--- src/heightmap_vertex_normal_top_macros.svh ---
// Assertion macros for the heightmap vertex normal block.
// Included by heightmap_vertex_normal_top; no other dependencies.
`ifndef HEIGHTMAP_VERTEX_NORMAL_TOP_MACROS_SVH
`define HEIGHTMAP_VERTEX_NORMAL_TOP_MACROS_SVH

// same-cycle implication
`define HVN_ASSERT_NOW(label, clk, rst, ante, cons, msg) \
   label: assert property (@(posedge clk) disable iff (rst) (ante) |-> (cons)) \
      else $error(msg);

// next-cycle implication
`define HVN_ASSERT_NEXT(label, clk, rst, ante, cons, msg) \
   label: assert property (@(posedge clk) disable iff (rst) (ante) |=> (cons)) \
      else $error(msg);

`endif

--- src/hvn_pkg.sv ---
// Shared types and constants for the heightmap vertex normal block.
// No dependencies; used by hvn_cs_unit, the top level and the testbench.
package hvn_pkg;

   // configuration register indexes and reset values
   localparam int CSR_IDX_W  = 2;
   localparam int CSR_DATA_W = 9;
   localparam logic [CSR_IDX_W-1:0] CSR_GRID_COLS = 2'd0;
   localparam logic [CSR_IDX_W-1:0] CSR_GRID_ROWS = 2'd1;
   localparam logic [CSR_IDX_W-1:0] CSR_LEVEL     = 2'd2;
   localparam logic [8:0] GRID_COLS_RST = 9'd256;
   localparam logic [8:0] GRID_ROWS_RST = 9'd256;
   localparam logic [7:0] LEVEL_RST     = 8'd15;

   // command and status codes
   localparam logic CMD_WRITE      = 1'b0;
   localparam logic CMD_QUERY      = 1'b1;
   localparam logic STATUS_OK      = 1'b0;
   localparam logic STATUS_OUTSIDE = 1'b1;

   // datapath widths: four faces of 8-bit heights and 8-bit level
   localparam int SX_W  = 11;   // signed sum of a-b or a-c
   localparam int SY_W  = 10;   // sum of level
   localparam int MAG_W = 10;
   localparam int SQ_W  = 20;
   localparam int SUM_W = 22;   // sum of three squares
   localparam int REM_W = 24;
   localparam int QUO_W = 29;   // quotient mag^2 * 2^28 / sumsq
   localparam int SRC_W = 30;
   localparam int Q_W   = 15;   // Q1.14 magnitude
   localparam int CNT_W = 5;

   // shared unit
   localparam logic [CNT_W-1:0] DIV_STEPS  = 5'd29;
   localparam logic [CNT_W-1:0] SQRT_STEPS = 5'd15;
   localparam logic MODE_DIV  = 1'b0;
   localparam logic MODE_SQRT = 1'b1;

   typedef struct packed {
      logic       cmd;
      logic [7:0] col;
      logic [7:0] row;
      logic [7:0] height;
   } req_word_type;

   typedef struct packed {
      logic               status;
      logic signed [15:0] normal_x;
      logic [14:0]        normal_y;
      logic signed [15:0] normal_z;
   } rsp_word_type;

   typedef struct packed {
      logic start;
      logic mode;
   } unit_cmd_type;

   typedef struct packed {
      logic busy;
      logic done;
   } unit_stat_type;

endpackage

--- src/hvn_cs_unit.sv ---
// Shared compare-subtract unit: restoring divide and digit-by-digit square root.
// Depends on hvn_pkg.
module hvn_cs_unit (
   input  logic                        clock,
   input  logic                        reset,
   input  hvn_pkg::unit_cmd_type       cmd,
   input  logic [hvn_pkg::SQ_W-1:0]    dividend_hi,
   input  logic [hvn_pkg::SUM_W-1:0]   divisor,
   input  logic [hvn_pkg::QUO_W-1:0]   radicand,
   output hvn_pkg::unit_stat_type      stat,
   output logic [hvn_pkg::QUO_W-1:0]   result
);

   logic                        busy_ff, busy_in;
   logic                        done_ff, done_in;
   logic                        mode_ff, mode_in;
   logic [hvn_pkg::CNT_W-1:0]   cnt_ff, cnt_in;
   logic [hvn_pkg::REM_W-1:0]   rem_ff, rem_in;
   logic [hvn_pkg::SUM_W-1:0]   den_ff, den_in;
   logic [hvn_pkg::SRC_W-1:0]   src_ff, src_in;
   logic [hvn_pkg::QUO_W-1:0]   quo_ff, quo_in;

   logic [hvn_pkg::REM_W-1:0]   rem_sh;
   logic [hvn_pkg::REM_W-1:0]   trial;
   logic [hvn_pkg::REM_W-1:0]   op_a;
   logic [hvn_pkg::REM_W-1:0]   op_b;
   logic [hvn_pkg::REM_W:0]     diff;
   logic                        ge;
   logic [hvn_pkg::REM_W-1:0]   kept;

   // one subtractor serves both modes
   always_comb begin
      rem_sh = {rem_ff[hvn_pkg::REM_W-3:0], src_ff[hvn_pkg::SRC_W-1 -: 2]};
      trial  = {quo_ff[hvn_pkg::REM_W-3:0], 2'b01};
      op_a   = (mode_ff == hvn_pkg::MODE_SQRT) ? rem_sh : rem_ff;
      op_b   = (mode_ff == hvn_pkg::MODE_SQRT) ? trial : hvn_pkg::REM_W'(den_ff);
      diff   = {1'b0, op_a} - {1'b0, op_b};
      ge     = !diff[hvn_pkg::REM_W];
      kept   = ge ? diff[hvn_pkg::REM_W-1:0] : op_a;
   end

   // step control
   always_comb begin
      busy_in = busy_ff;
      done_in = 1'b0;
      mode_in = mode_ff;
      cnt_in  = cnt_ff;
      rem_in  = rem_ff;
      den_in  = den_ff;
      src_in  = src_ff;
      quo_in  = quo_ff;
      if (cmd.start) begin
         busy_in = 1'b1;
         mode_in = cmd.mode;
         quo_in  = '0;
         den_in  = divisor;
         if (cmd.mode == hvn_pkg::MODE_DIV) begin
            cnt_in = hvn_pkg::DIV_STEPS;
            rem_in = hvn_pkg::REM_W'(dividend_hi);
            src_in = '0;
         end else begin
            cnt_in = hvn_pkg::SQRT_STEPS;
            rem_in = '0;
            src_in = hvn_pkg::SRC_W'(radicand);
         end
      end else if (busy_ff) begin
         quo_in = {quo_ff[hvn_pkg::QUO_W-2:0], ge};
         if (mode_ff == hvn_pkg::MODE_SQRT) begin
            rem_in = kept;
            src_in = {src_ff[hvn_pkg::SRC_W-3:0], 2'b00};
         end else begin
            // low dividend bits are all zero
            rem_in = {kept[hvn_pkg::REM_W-2:0], 1'b0};
         end
         cnt_in = cnt_ff - 1'b1;
         if (cnt_ff == hvn_pkg::CNT_W'(1)) begin
            busy_in = 1'b0;
            done_in = 1'b1;
         end
      end
   end

   always_ff @(posedge clock) begin
      if (reset) begin
         busy_ff <= 1'b0;
         done_ff <= 1'b0;
      end else begin
         busy_ff <= busy_in;
         done_ff <= done_in;
      end
   end

   always_ff @(posedge clock) begin
      mode_ff <= mode_in;
      cnt_ff  <= cnt_in;
      rem_ff  <= rem_in;
      den_ff  <= den_in;
      src_ff  <= src_in;
      quo_ff  <= quo_in;
   end

   assign stat.busy = busy_ff;
   assign stat.done = done_ff;
   assign result    = quo_ff;

endmodule

--- config.mk ---
export PLATFORM = sky130hd
export DESIGN_NAME = hvn_cs_unit
export DESIGN_NICKNAME = d
export VERILOG_FILES = /design/src/heightmap_vertex_normal_top_macros.svh /design/src/hvn_pkg.sv /design/src/hvn_cs_unit.sv
export SDC_FILE = /design/constraint.sdc
export NUM_CORES = 1
export LEC_CHECK = 0
export BUFFER_PORTS_ARGS = -buffer_cell sky130_fd_sc_hd__buf_2
export CORE_MARGIN = 4
export CORE_UTILIZATION = 40
export DETAILED_ROUTE_END_ITERATION = 10
export HOLD_SLACK_MARGIN = 0.02
export PLACE_DENSITY = 0.65
export SLEW_MARGIN = 20
export SYNTH_ARGS = -nofsm -noshare
export SYNTH_HDL_FRONTEND = slang
export SYNTH_SLANG_ARGS = --single-unit
--- constraint.sdc ---
create_clock -name clock -period 4.25 [get_ports clock]
set_input_delay 0.425 -clock clock [delete_from_list [all_inputs] [get_ports clock]]
set_output_delay 0.425 -clock clock [all_outputs]
set_load 0.02 [all_outputs]
==> results_dict.tcl <==
set metrics [dict create \
    setup_tns_ns 0 \
    cts_made_buffers 17 \
    vias_per_cell 5.36 \
    worst_pin_slew_ns 0.955 \
    dr.pass1.iters 8 \
    ctsRootBufferMaster "clkbuf_16" \
    nets 862 \
    switching_power_w 0.00162 \
    synthDistinctLibCells 54 \
    r2r_cells 11 \
    path_class "reg -> reg" \
    synth_fp_nets 762 \
    port_buffers 105 \
    syn_area_mm2 0.00660 \
    antenna_found_initial 0 \
    yosysTopAreaCellShare 0.373 \
    utilization 0.499 \
    yosysWarnings 0 \
    grt_max_degree 70 \
    status "finished clean" \
    min_period_ns 3.84 \
    htree_levels 4 \
    wl_met3_um 909 \
    hold_violations 0 \
    crit_arrival_ns 3.98 \
    syn_area_per_cell_um2 10.0 \
    grt_overflow_total 0 \
    netlist_top_cells_area "edfxtp_1 (37%), dfxtp_1 (9.4%), mux2i_1 (8.0%)" \
    r2r_end "rem_ff[2]$_DFFE_PP_" \
    dp.cells 957 \
    ios 106 \
    slew_headroom 0.363 \
    synth_seq_cells 113 \
    clkSinkCount 113 \
    met2WireLength_um 7820 \
    grt_pass1_wl_um 26400 \
    start_util 0.412 \
    slew_viol_final 0 \
    fp.dieArea_mm2 0.0186 \
    critPathRequiredTime_ns 4.39 \
    gp_congestion 0.873 \
    routedWlPerCell_um 16.4 \
    internal_power_w 0.00303 \
    ir_drop_mv 0.270 \
    routed.top_layer "met4" \
    crit_end "rem_ff[2]$_DFFE_PP_" \
    clk_pin_slew_ns 0.05 \
    ys_async_sr_fraction 0 \
    first_global_vias 5282 \
    dp_slack_ns 0.498 \
    route.detailed.drc 0 \
    critPathMaxFanout 18 \
    holdWs_ns 0.173 \
    setup_ws_ns 0.413 \
    drive_above_1_share 0.233 \
    synth_common_cells "edfxtp_1 (82), nand2_1 (68), nor2_1 (54), mux2i_1 (53), o21ai_0 (48)" \
    synth_area_leader_cell "edfxtp_1" \
    hold_path_class "in -> reg" \
    m1WireLength_um 7200 \
    clkLatencyLatePin_ns 0.42 \
    p_per_area_mw_per_mm2 582 \
    regToRegSetupSlack_ns 0.41 \
    crit_path_start_kind "register" \
    syn_inst 660 \
    die_y_um 136 \
    synth_most_common_cell "edfxtp_1" \
    yosysSeqAreaShare 0.467 \
    syn_to_final_growth_pct 20.9 \
    max-clock-path-buffers 2 \
    drt_wl_total_um 16200 \
    maxCapViolations 0 \
    grt_setup_unrepaired "no" \
    rows 46 \
    finalSetupViolCount 0 \
    fin_crit_sh 0.903 \
    diodes 0 \
    core-area_mm2 0.0160 \
    switching_share 0.349 \
    fp.dieW_um 136 \
    cts_tree "yes" \
    grt_use_total 0.180 \
    synth_ff_type "edfxtp_1" \
    nFillCells 1506 \
    power_frac_clock 0.308 \
    drtIter0Drc 525 \
    leakage_nw 3.34 \
    combPwrFrac 0.383 \
    worstSetupStartpoint "mode_ff$_DFFE_PP_" \
    vias 5301 \
    dp_hpwl_um 11700 \
    drtAntennaViolNets 0 \
    r2r_start "mode_ff$_DFFE_PP_" \
    critPathCaptureType "register" \
    cts_setup_buffers 0 \
    seqPwrFrac 0.309 \
    cts_resized 0 \
    synth-edff-count 82 \
    fmax_mhz 261 \
    skew_ns 0.00834 \
    fin_cells 989 \
    hold_buffers 0 \
]
[cells in the final DEF (no fill, tap or decap), types with 6 or more instances in the layout]
cell,synthesis,final
nand4_1,7,7
nand2b_1,21,21
o21ai_0,48,48
edfxtp_1,82,82
inv_1,35,35
xor2_1,11,11
o211ai_1,6,6
mux2i_1,53,53
ha_1,26,26
nor2_1,54,54
nand2_1,68,68
clkbuf_16,0,17
a211oi_1,14,14
buf_2,8,104
a32o_1,6,6
dfxtp_1,31,30
mux2_2,20,20
a21oi_1,45,45
xnor2_1,13,13
buf_4,4,15
a21o_1,9,9
[cell type report]
cell class,instances,area [um^2],share of cell area
Clock buffer,22,454,0.0569
Multi-Input combinational cell,470,3190,0.400
Inverter,35,131,0.0165
Tap cell,216,270,0.0339
Sequential cell,113,3080,0.387
Timing Repair Buffer,123,708,0.0888
Clock inverter,10,135,0.0169
[stage by stage]
| stage | total power (W) | area, um^2 |
|---|---|---|
| floorplan | 0.00273 | 6600 |
| global placement | 0.00317 | 7370 |
| detailed placement | 0.00320 | 7390 |
| CTS | 0.00464 | 7980 |
| global route | 0.00491 | 7980 |
| finish | 0.00465 | 7980 |
[power by group through the flow]
| stage | Clock [W] | Sequential [W] | Combinational, W |
|---|---|---|---|
| after global routing | 0.00150 | 0.00145 | 0.00196 |
| final | 0.00143 | 0.00144 | 0.00178 |
| after floorplan | 0 | 0.00142 | 0.00132 |
| after detailed placement | 0 | 0.00145 | 0.00174 |
| after global placement | 0 | 0.00145 | 0.00172 |
| after CTS | 0.00146 | 0.00143 | 0.00175 |
[flip-flops by register name, indices dropped and copies added (netlist names)]
name / flops
busy_ff: 1
cnt_ff: 5
den_ff: 22
done_ff: 1
mode_ff: 1
rem_ff: 24
result: 29
src_ff: 30
[layer usage]
metal  vias up  track usage
li1       2592            -
met2       177        0.295
met3        25       0.0463
met4         0       0.0577
met5         -            0
met1      2507        0.232
[cell families (layout without fill, tap and decap cells)]
logic type	Yosys count	count (layout)	share of synthesized area
AOI/OAI and AO/OA	168	168	0.163
xor gates and xnor gates	24	24	0.0319
adders and majority gates	27	27	0.0523
buffers and inverters	77	190	0.0487
DFF	113	113	0.467
muxes	73	73	0.115
and+or+nand+nor	178	178	0.122
[worst min-delay path by stage]
stage | slack, ns | from | depth (start not counted) | end
after floorplan | 0.50 | reset | 1 | busy_ff$_SDFF_PP0_
after global placement | 0.47 | result[28]$_SDFFE_PP0P_ | 2 | result[28]$_SDFFE_PP0P_
after detailed placement | 0.50 | result[28]$_SDFFE_PP0P_ | 2 | result[28]$_SDFFE_PP0P_
after CTS | 0.15 | reset | 2 | busy_ff$_SDFF_PP0_
after global routing | 0.16 | reset | 2 | busy_ff$_SDFF_PP0_
final | 0.17 | reset | 2 | busy_ff$_SDFF_PP0_
[critical path, cell delays in order, from the launching register on]
cell and delay, ns:
edfxtp_1 0.46, buf_12 0.18, mux2_2 0.37, ha_1 0.40, and2_1 0.21, o2111ai_1 0.15, a21oi_2 0.22, a21boi_2 0.14
o31ai_4 0.81, mux2i_1 0.36, a32o_1 0.19, a21oi_1 0.05
Note: power is estimated with default switching activity, not from simulation.
